`src/rtl/core/arf_pkg.sv`:
```
// ----------------------------------------------------------------------------
// Alignment record filter package
// Shared reason codes, op codes, flag positions and the decision struct.
// ----------------------------------------------------------------------------
`timescale 1ns / 1ps

package arf_pkg;

	localparam int OP_CODE_W   = 4;
	localparam int OP_LEN_W    = 28;
	localparam int FLAG_W      = 16;
	localparam int POS_W       = 32;
	localparam int OUT_COUNT_W = 32;
	localparam int NUM_COUNTERS = 9;
	localparam int CIDX_W      = $clog2(NUM_COUNTERS);

	localparam logic [OP_CODE_W-1:0] OP_INS  = 4'd1;
	localparam logic [OP_CODE_W-1:0] OP_DEL  = 4'd2;
	localparam logic [OP_CODE_W-1:0] OP_SOFT = 4'd4;

	localparam int FL_PAIRED        = 0;
	localparam int FL_PROPER        = 1;
	localparam int FL_UNMAPPED      = 2;
	localparam int FL_MATE_UNMAPPED = 3;
	localparam int FL_REV           = 4;
	localparam int FL_MATE_REV      = 5;

	typedef enum logic [3:0] {
		RSN_VALID         = 4'd0,
		RSN_UNMAPPED      = 4'd1,
		RSN_IMPROPER      = 4'd2,
		RSN_MATE_UNMAPPED = 4'd3,
		RSN_DIFF_CONTIG   = 4'd4,
		RSN_SAME_STRAND   = 4'd5,
		RSN_INV_LEFT      = 4'd6,
		RSN_INV_RIGHT     = 4'd7,
		RSN_ALL_CLIPPED   = 4'd8,
		RSN_BIG_INS       = 4'd9,
		RSN_BIG_DEL       = 4'd10
	} reason_t;

	typedef struct packed {
		reason_t             reason;
		logic                counted;
		logic [CIDX_W-1:0]   cidx;
	} arf_decision_t;

	// Counter slot for a counted reason: slots skip the uncounted all-clipped code.
	function automatic logic [CIDX_W-1:0] reason_slot(input reason_t r);
		logic [3:0] v;
		v = r;
		if (r <= RSN_INV_RIGHT) begin
			reason_slot = CIDX_W'(v - 4'd1);
		end else begin
			reason_slot = CIDX_W'(v - 4'd2);
		end
	endfunction

endpackage

```
`src/rtl/core/arf_classify.sv`:
```
// ----------------------------------------------------------------------------
// Alignment record classifier
// Tracks per-record op flags and decides the reject reason on the last op.
// ----------------------------------------------------------------------------
`timescale 1ns / 1ps

module arf_classify import arf_pkg::*; (
	input  logic                        clk,
	input  logic                        arst_n,
	input  logic                        accept,
	input  logic [OP_LEN_W-1:0]         indel_limit,
	input  logic [OP_CODE_W-1:0]        op_code,
	input  logic [OP_LEN_W-1:0]         op_length,
	input  logic                        has_op,
	input  logic                        last_op,
	input  logic [FLAG_W-1:0]           flag_bits,
	input  logic signed [POS_W-1:0]     ref_index,
	input  logic signed [POS_W-1:0]     mate_ref_index,
	input  logic signed [POS_W-1:0]     read_pos,
	input  logic signed [POS_W-1:0]     mate_pos,
	output arf_decision_t               decision
);

	logic unclipped_q, long_ins_q, long_del_q;
	logic unclipped_n, long_ins_n, long_del_n;
	logic over_limit, paired, rev, mrev;
	reason_t reason;

	assign over_limit  = op_length > indel_limit;
	assign unclipped_n = unclipped_q | (has_op & (op_code != OP_SOFT));
	assign long_ins_n  = long_ins_q |
		(has_op & over_limit & ((op_code == OP_INS) | (op_code == OP_SOFT)));
	assign long_del_n  = long_del_q | (has_op & over_limit & (op_code == OP_DEL));

	assign paired = flag_bits[FL_PAIRED];
	assign rev    = flag_bits[FL_REV];
	assign mrev   = flag_bits[FL_MATE_REV];

	always_comb begin
		if (flag_bits[FL_UNMAPPED]) begin
			reason = RSN_UNMAPPED;
		end else if (paired && !flag_bits[FL_PROPER]) begin
			reason = RSN_IMPROPER;
		end else if (paired && flag_bits[FL_MATE_UNMAPPED]) begin
			reason = RSN_MATE_UNMAPPED;
		end else if (paired && (ref_index != mate_ref_index)) begin
			reason = RSN_DIFF_CONTIG;
		end else if (paired && (rev == mrev)) begin
			reason = RSN_SAME_STRAND;
		end else if (paired && rev && (mate_pos > read_pos)) begin
			reason = RSN_INV_LEFT;
		end else if (paired && mrev && (mate_pos < read_pos)) begin
			reason = RSN_INV_RIGHT;
		end else if (!unclipped_n) begin
			reason = RSN_ALL_CLIPPED;
		end else if (long_ins_n) begin
			reason = RSN_BIG_INS;
		end else if (long_del_n) begin
			reason = RSN_BIG_DEL;
		end else begin
			reason = RSN_VALID;
		end
	end

	assign decision.reason  = reason;
	assign decision.counted = (reason != RSN_VALID) && (reason != RSN_ALL_CLIPPED);
	assign decision.cidx    = reason_slot(reason);

	// Accumulate over the record; clear once the decision is taken.
	always_ff @(posedge clk or negedge arst_n) begin
		if (!arst_n) begin
			unclipped_q <= 1'b0;
			long_ins_q  <= 1'b0;
			long_del_q  <= 1'b0;
		end else if (accept) begin
			unclipped_q <= unclipped_n & ~last_op;
			long_ins_q  <= long_ins_n & ~last_op;
			long_del_q  <= long_del_n & ~last_op;
		end
	end

endmodule

```
`src/rtl/core/arf_counter_mem.sv`:
```
// ----------------------------------------------------------------------------
// Reject counter memory
// Synchronous counter store, registered read, per-entry valid bits for reset.
// ----------------------------------------------------------------------------
`timescale 1ns / 1ps

module arf_counter_mem import arf_pkg::*; #(
	parameter int COUNT_BITS = 32
) (
	input  logic                   clk,
	input  logic                   arst_n,
	input  logic                   rd_en,
	input  logic [CIDX_W-1:0]      rd_idx,
	output logic [COUNT_BITS-1:0]  rd_data,
	input  logic                   wr_en,
	input  logic [CIDX_W-1:0]      wr_idx,
	input  logic [COUNT_BITS-1:0]  wr_data
);

	logic [COUNT_BITS-1:0]   mem [NUM_COUNTERS];
	logic [NUM_COUNTERS-1:0] vld_q;
	logic [COUNT_BITS-1:0]   rd_data_q;
	logic                    rd_vld_q;

	always_ff @(posedge clk) begin
		if (wr_en) begin
			mem[wr_idx] <= wr_data;
		end
		if (rd_en) begin
			rd_data_q <= mem[rd_idx];
		end
	end

	// An entry never written reads as zero.
	always_ff @(posedge clk or negedge arst_n) begin
		if (!arst_n) begin
			vld_q    <= '0;
			rd_vld_q <= 1'b0;
		end else begin
			if (wr_en) begin
				vld_q[wr_idx] <= 1'b1;
			end
			if (rd_en) begin
				rd_vld_q <= vld_q[rd_idx];
			end
		end
	end

	assign rd_data = rd_vld_q ? rd_data_q : '0;

endmodule

```
`src/rtl/core/alignment_record_filter_core.sv`:
```
// ----------------------------------------------------------------------------
// Alignment record filter core
// Classifies alignment records from a CIGAR op stream and counts rejects.
// ----------------------------------------------------------------------------
// Usage:
//   Input channel (in_valid/in_ready) carries one CIGAR op per transaction.
//   The transaction with last_op set also carries flags, reference ids and
//   positions, and closes the record. Only that transaction yields a result
//   on the output channel (out_valid/out_ready): the pass/fail bit, the
//   reject reason and the updated saturating counter of that reason.
//   Throughput: one transaction per cycle, back to back, when the receiver
//   keeps out_ready high.
//   Pipeline: the closing input transaction enters stage 1, which reads
//   the counter memory (registered read); stage 2 bumps the count, writes
//   it back and loads the output register, from which the result shows.
//   A count bumped in the same cycle as the next read is forwarded.
//   Stall: while the output register holds an untaken result, stage 2 holds;
//   input stays open while stage 2 is empty or can drain to the output register.
//   Reset: counters read as zero (valid bits clear), record flags clear,
//   indel_limit returns to 10. cfg_wr_en writes indel_limit immediately.
// ----------------------------------------------------------------------------
`timescale 1ns / 1ps

module alignment_record_filter_core import arf_pkg::*; #(
	parameter int COUNT_BITS = 32
) (
	input  logic                     clk,
	input  logic                     arst_n,
	input  logic                     cfg_wr_en,
	input  logic [OP_LEN_W-1:0]      cfg_wr_data,
	input  logic                     in_valid,
	output logic                     in_ready,
	input  logic [OP_CODE_W-1:0]     op_code,
	input  logic [OP_LEN_W-1:0]      op_length,
	input  logic                     has_op,
	input  logic                     last_op,
	input  logic [FLAG_W-1:0]        flag_bits,
	input  logic signed [POS_W-1:0]  ref_index,
	input  logic signed [POS_W-1:0]  mate_ref_index,
	input  logic signed [POS_W-1:0]  read_pos,
	input  logic signed [POS_W-1:0]  mate_pos,
	output logic                     out_valid,
	input  logic                     out_ready,
	output logic                     is_valid,
	output logic [3:0]               reject_reason,
	output logic [OUT_COUNT_W-1:0]   reason_count
);

	logic [OP_LEN_W-1:0]   indel_limit_q;
	logic                  in_fire, rec_done, s1_fire;
	arf_decision_t         dec_in;

	logic                  valid_s1;
	arf_decision_t         dec_s1;
	logic                  fwd_hit_s1;
	logic [COUNT_BITS-1:0] fwd_cnt_s1;

	logic [COUNT_BITS-1:0] rd_cnt, cur_cnt, bumped;
	logic [63:0]           bumped_ext;

	logic                  out_valid_q;
	reason_t               out_reason_q;
	logic [OUT_COUNT_W-1:0] out_count_q;

	// Configuration register.
	always_ff @(posedge clk or negedge arst_n) begin
		if (!arst_n) begin
			indel_limit_q <= OP_LEN_W'(10);
		end else if (cfg_wr_en) begin
			indel_limit_q <= cfg_wr_data;
		end
	end

	// Stage 2 drains when the output register is empty or being emptied.
	assign s1_fire  = valid_s1 && (!out_valid_q || out_ready);
	assign in_ready = !valid_s1 || s1_fire;
	assign in_fire  = in_valid && in_ready;
	assign rec_done = in_fire && last_op;

	arf_classify u_classify (
		.clk            (clk),
		.arst_n         (arst_n),
		.accept         (in_fire),
		.indel_limit    (indel_limit_q),
		.op_code        (op_code),
		.op_length      (op_length),
		.has_op         (has_op),
		.last_op        (last_op),
		.flag_bits      (flag_bits),
		.ref_index      (ref_index),
		.mate_ref_index (mate_ref_index),
		.read_pos       (read_pos),
		.mate_pos       (mate_pos),
		.decision       (dec_in)
	);

	// Read the counter as the record closes; write back as stage 2 drains.
	arf_counter_mem #(.COUNT_BITS(COUNT_BITS)) u_counters (
		.clk     (clk),
		.arst_n  (arst_n),
		.rd_en   (rec_done && dec_in.counted),
		.rd_idx  (dec_in.cidx),
		.rd_data (rd_cnt),
		.wr_en   (s1_fire && dec_s1.counted),
		.wr_idx  (dec_s1.cidx),
		.wr_data (bumped)
	);

	// Stage 1 register: decision plus forwarding of a write that lands on the
	// same edge as this record's memory read.
	always_ff @(posedge clk or negedge arst_n) begin
		if (!arst_n) begin
			valid_s1 <= 1'b0;
		end else if (in_ready) begin
			valid_s1 <= rec_done;
		end
	end

	always_ff @(posedge clk) begin
		if (rec_done) begin
			dec_s1     <= dec_in;
			fwd_hit_s1 <= s1_fire && dec_s1.counted && (dec_s1.cidx == dec_in.cidx);
			fwd_cnt_s1 <= bumped;
		end
	end

	// Saturating increment.
	assign cur_cnt    = fwd_hit_s1 ? fwd_cnt_s1 : rd_cnt;
	assign bumped     = (&cur_cnt) ? cur_cnt : cur_cnt + COUNT_BITS'(1);
	assign bumped_ext = 64'(bumped);

	// Output register: hold while the receiver stalls.
	always_ff @(posedge clk or negedge arst_n) begin
		if (!arst_n) begin
			out_valid_q <= 1'b0;
		end else if (s1_fire) begin
			out_valid_q <= 1'b1;
		end else if (out_ready) begin
			out_valid_q <= 1'b0;
		end
	end

	always_ff @(posedge clk) begin
		if (s1_fire) begin
			out_reason_q <= dec_s1.reason;
			out_count_q  <= dec_s1.counted ? bumped_ext[OUT_COUNT_W-1:0] : '0;
		end
	end

	assign out_valid     = out_valid_q;
	assign is_valid      = (out_reason_q == RSN_VALID);
	assign reject_reason = out_reason_q;
	assign reason_count  = out_count_q;

endmodule

```
`config.mk`:
```
export PLATFORM = sky130hd
export DESIGN_NAME = alignment_record_filter_core
export DESIGN_NICKNAME = d
export VERILOG_FILES = /design/src/rtl/core/arf_pkg.sv /design/src/rtl/core/arf_classify.sv /design/src/rtl/core/arf_counter_mem.sv /design/src/rtl/core/alignment_record_filter_core.sv
export SDC_FILE = /design/constraint.sdc
export NUM_CORES = 1
export LEC_CHECK = 0
export BUFFER_PORTS_ARGS = -buffer_cell sky130_fd_sc_hd__clkbuf_2
export CAP_MARGIN = 20
export CORE_ASPECT_RATIO = 0.8
export CORE_MARGIN = 2
export CORE_UTILIZATION = 40
export CTS_CLUSTER_SIZE = 12
export DETAILED_ROUTE_END_ITERATION = 7
export GPL_TIMING_DRIVEN = 1
export HOLD_SLACK_MARGIN = 0.08
export MAX_ROUTING_LAYER = met4
export PLACE_DENSITY = 0.56
export SYNTH_ARGS = -nofsm -noshare
export SYNTH_HDL_FRONTEND = slang
export SYNTH_SLANG_ARGS = --single-unit
```
`constraint.sdc`:
```
create_clock -name clk -period 5.5 [get_ports clk]
set_input_delay 0 -clock clk [delete_from_list [all_inputs] [get_ports clk]]
set_output_delay 0 -clock clk [all_outputs]
set_load 0.05 [all_outputs]
```
==> summary.log <==
INFO  clock_tree     clk_latency=580ps
INFO  finish         layout_commonest_cell=sky130_fd_sc_hd__edfxtp_1
INFO  synth          synth.lib_cells_used.distinct=69
INFO  finish         nets=2015
INFO  sta            max_slew.worst_pin.slew=1110ps
INFO  synth          synth.area.top_cells=sky130_fd_sc_hd__edfxtp_1 (59%), sky130_fd_sc_hd__mux2i_1 (6.4%), sky130_fd_sc_hd__dfrtp_1 (5.1%)
INFO  run_status     run_status=completed
INFO  clock_tree     max-clock-path-buffers=3
INFO  finish         finish.cell_count_without_fillers=2444
INFO  sta            final_period_minus_worst_setup_slack=4930ps
INFO  global_routing grt_usage=0.193
INFO  finish         area_delta_synth_final=19.0%
INFO  critical_path  path_buf_inv=4
INFO  clock_tree     post_cts_buffers=0
INFO  sta            maxSlewHeadroom=0.259
INFO  clock_tree     cts.clk_slew.worst_paths=60ps
INFO  place          dp_hpwl=31000µm
INFO  place          place_congestion=0.871
INFO  clock_tree     cts_hold_repair.buffers=35
INFO  drt            postRouteAntennaNets=0
INFO  sta            timing.final.setup_violations=0
INFO  clock_tree     clock_tree.htree_level_count=2
INFO  synth          synth_enable_flop_cells=398
INFO  power          p_leak=0.00926µW
INFO  synth          synth_top_area_share=0.591
INFO  drt            dr_pass1_iterations=5
INFO  synth          synth_nets=1715
INFO  die            core_region_area=49800µm²
INFO  power          power_density=331nW/µm²
INFO  sta            timing.fmax=0.203GHz
INFO  finish         antennaDiodeCount=0
INFO  critical_path  critical_path_s_top_delay_family=simple AND/OR/NAND/NOR gates
INFO  drt            routed_wire_length_per_instance=19.7µm
INFO  synth          syn_area_per_cell=14.0µm²
INFO  critical_path  worstPathMaxFanout=32
INFO  power          worst_ir_drop_vdd=0.229mV
INFO  sta            unrepaired_setup_endpoints_after_global_routing=no
INFO  critical_path  critical_setup_path_class=reg -> reg
INFO  sta            number_of_pins_exceeding_their_max_slew_limit_in_the_final_report=0
INFO  drt            postRouteWirelength=48100µm
INFO  clock_tree     tritoncts=done
INFO  min_path       hold_path_depth=7
INFO  sta            final.period_utilization=0.896
INFO  finish         mostFrequentLayoutCells=sky130_fd_sc_hd__edfxtp_1 (398), sky130_fd_sc_hd__clkbuf_2 (239), sky130_fd_sc_hd__mux2i_1 (129), sky130_fd_sc_hd__nand2_1 (128), sky130_fd_sc_hd__inv_1 (75)
INFO  synth          synth-seq-cells=441
INFO  min_path       min-delay-start=op_code[0]
INFO  place          port_buffers=239
INFO  synth          syn_area=20200µm²
INFO  synth          synth.yosys.seq_area_share=0.645
INFO  sta            finalHoldViolCount=0
INFO  sta            fin_tns_setup=0ps
INFO  synth          postSynth.asyncResetShare=0.0975
INFO  drt            remaining_design_rule_violation_count=0
INFO  clock_tree     clockRootBuffer=sky130_fd_sc_hd__clkbuf_16
INFO  critical_path  path_common_cell=sky130_fd_sc_hd__inv_1
INFO  die            fp.dieArea=52300µm²
INFO  global_routing first_global_vias=12700
INFO  global_routing global_route.overflow_total=0
INFO  min_path       capture_endpoint_of_the_worst_hold_path=u_classify.long_del_q
INFO  global_routing grt_max_degree=56
INFO  critical_path  r2r_cells=21
INFO  critical_path  r2r_start=indel_limit_q[26]
INFO  die            die_h=205µm
INFO  run            max_cap_viol_count=0
INFO  drt            route.detailed.vias_per_inst=5.16
INFO  synth          synthesis.yosys.warnings=0
INFO  die            chipWidth=255µm
INFO  critical_path  crit_required=5790ps
INFO  place          placed_cells=2332
INFO  die            io-pin-count=250
INFO  critical_path  arrival=5220ps
INFO  critical_path  reg2reg_to=u_counters.rd_data_q[16]
INFO  drt            vias=12600
INFO  finish         layout_cells_sized_above_1=0.248
INFO  critical_path  critical-path-max-stage-delay=580ps
INFO  synth          ys.flop_type=sky130_fd_sc_hd__edfxtp_1
INFO  min_path       hold_path.class=in -> reg
INFO  die            start_util=0.406
INFO  critical_path  critical_path.slowest_cell=sky130_fd_sc_hd__or4_4
INFO  critical_path  crit_chain=inv_1 -> ha_1 -> nand4_2 -> or4_4 -> o211ai_2 -> a21oi_2 -> nor3_1 -> nand2_1 -> nor2_1 -> nor3_1 -> o21ai_0 -> nor2b_1 -> inv_1 -> ha_1 -> or3_1 -> o221ai_1 -> a211oi_2 -> inv_1 -> nand2_1 -> buf_12 -> o221ai_1
INFO  power          design_power_total=7960µW
INFO  synth          netlist_instances=1440
INFO  critical_path  regToRegSetupSlack=570ps
INFO  clock_tree     numClockSinks=441
INFO  clock_tree     cells_resized_by_post_cts_repair=0
INFO  critical_path  crit_path_end_kind=register
INFO  synth          synth_top_cell_by_area=sky130_fd_sc_hd__edfxtp_1
INFO  sta            clock-skew-final=22.9ps
INFO  drt            drtIter0Drc=800
INFO  die            placement_rows=73
INFO  clock_tree     numCtsBuffers=46
INFO  global_routing grt_antenna_before_repair=0
INFO  critical_path  worst_setup_path_start_kind=register
INFO  global_routing grt_pass1_wl=74000µm
[through the flow]
step                      hold WS, ps  cell area (µm²)  utilization  setup WS (ps)
after floorplan                  -296            20200            -            540
after global placement            119            22400        0.450            801
after detailed placement          120            22400        0.450            611
after CTS                        91.6            24000        0.483            569
after global routing              149            24000        0.483           71.7
final                             116            24000        0.483            573
[worst register-to-register path, delay by kind of cell (launching register included)]
kind	cells	cell delay, ps
AO/OA/AOI/OAI	6	1150
adder cells (fa/ha/maj)	2	610
buffers and inverters	4	520
flip-flops	1	320
AND/OR/NAND/NOR	9	2030
[logic make-up (layout without fill, tap and decap cells)]
logic type      Yosys count  in the layout  synth area share
buf+inv                 134            463            0.0286
simple gates            351            351            0.0890
mux                     199            199             0.104
compound gates          188            188            0.0668
flops                   441            441             0.645
fa+ha+maj                64             64            0.0396
xor+xnor                 63             63            0.0273
[registers in the layout, indices dropped and copies added, names as in the netlist, 4 cells and up]
| register | flops |
|---|---|
| fwd_cnt_s1 | 32 |
| indel_limit_q | 28 |
| u_counters.mem | 288 |
| reason_count | 32 |
| dec_s1 | 9 |
| u_counters.rd_data_q | 32 |
| u_counters.vld_q | 9 |
| reject_reason | 4 |
[area by class of cell]
cell class | instances | area (µm²)
Timing Repair Buffer | 310 | 1890
Clock inverter | 20 | 108
Fill cell | 4399 | 25700
Clock buffer | 57 | 1210
Multi-Input combinational cell | 865 | 6680
Inverter | 76 | 285
Sequential cell | 441 | 13000
Tap cell | 675 | 845
[layer usage]
layer  up-vias  global-route usage  share of wire
li1       6018                   -              -
met1      6232               0.273           0.49
met2       271               0.286           0.44
met3        86              0.0310          0.044
met4         0              0.0579          0.024
met5         -                   -              0
[power breakdown]
part / switching, µW / internal, µW / total, µW
clock network: 1250 / 1590 / 2840
logic: 718 / 492 / 1210
registers: 47.0 / 3860 / 3910
total: 2010 / 5950 / 7960
[cells in the mapped netlist (18+ instances only)]
cell and count:
sky130_fd_sc_hd__o221ai_1 30, sky130_fd_sc_hd__xnor2_1 56, sky130_fd_sc_hd__ha_1 64, sky130_fd_sc_hd__clkbuf_1 25, sky130_fd_sc_hd__nand3_1 25, sky130_fd_sc_hd__mux2_2 65
sky130_fd_sc_hd__and2_1 41, sky130_fd_sc_hd__buf_2 18, sky130_fd_sc_hd__a21oi_1 35, sky130_fd_sc_hd__inv_1 75, sky130_fd_sc_hd__edfxtp_1 398, sky130_fd_sc_hd__nor2_1 40
sky130_fd_sc_hd__o21ai_0 46, sky130_fd_sc_hd__dfrtp_1 41, sky130_fd_sc_hd__nand4_1 25, sky130_fd_sc_hd__nand2_1 128, sky130_fd_sc_hd__mux2i_1 129
[how the worst max path moves through the flow]
| stage | slack (ps) | cells after the start | start | endpoint |
|---|---|---|---|---|
| floorplan | 540 | 5 | out_valid | u_counters.mem[0][0] |
| finish | 570 | 21 | indel_limit_q[26] | u_counters.rd_data_q[16] |
| global placement | 800 | 21 | indel_limit_q[19] | u_counters.rd_data_q[22] |
| global route | 70 | 21 | indel_limit_q[19] | u_counters.rd_data_q[20] |
| detailed placement | 610 | 21 | indel_limit_q[19] | u_counters.rd_data_q[31] |
| CTS | 570 | 21 | indel_limit_q[19] | u_counters.rd_data_q[7] |
(Power assumes the default switching activity.)
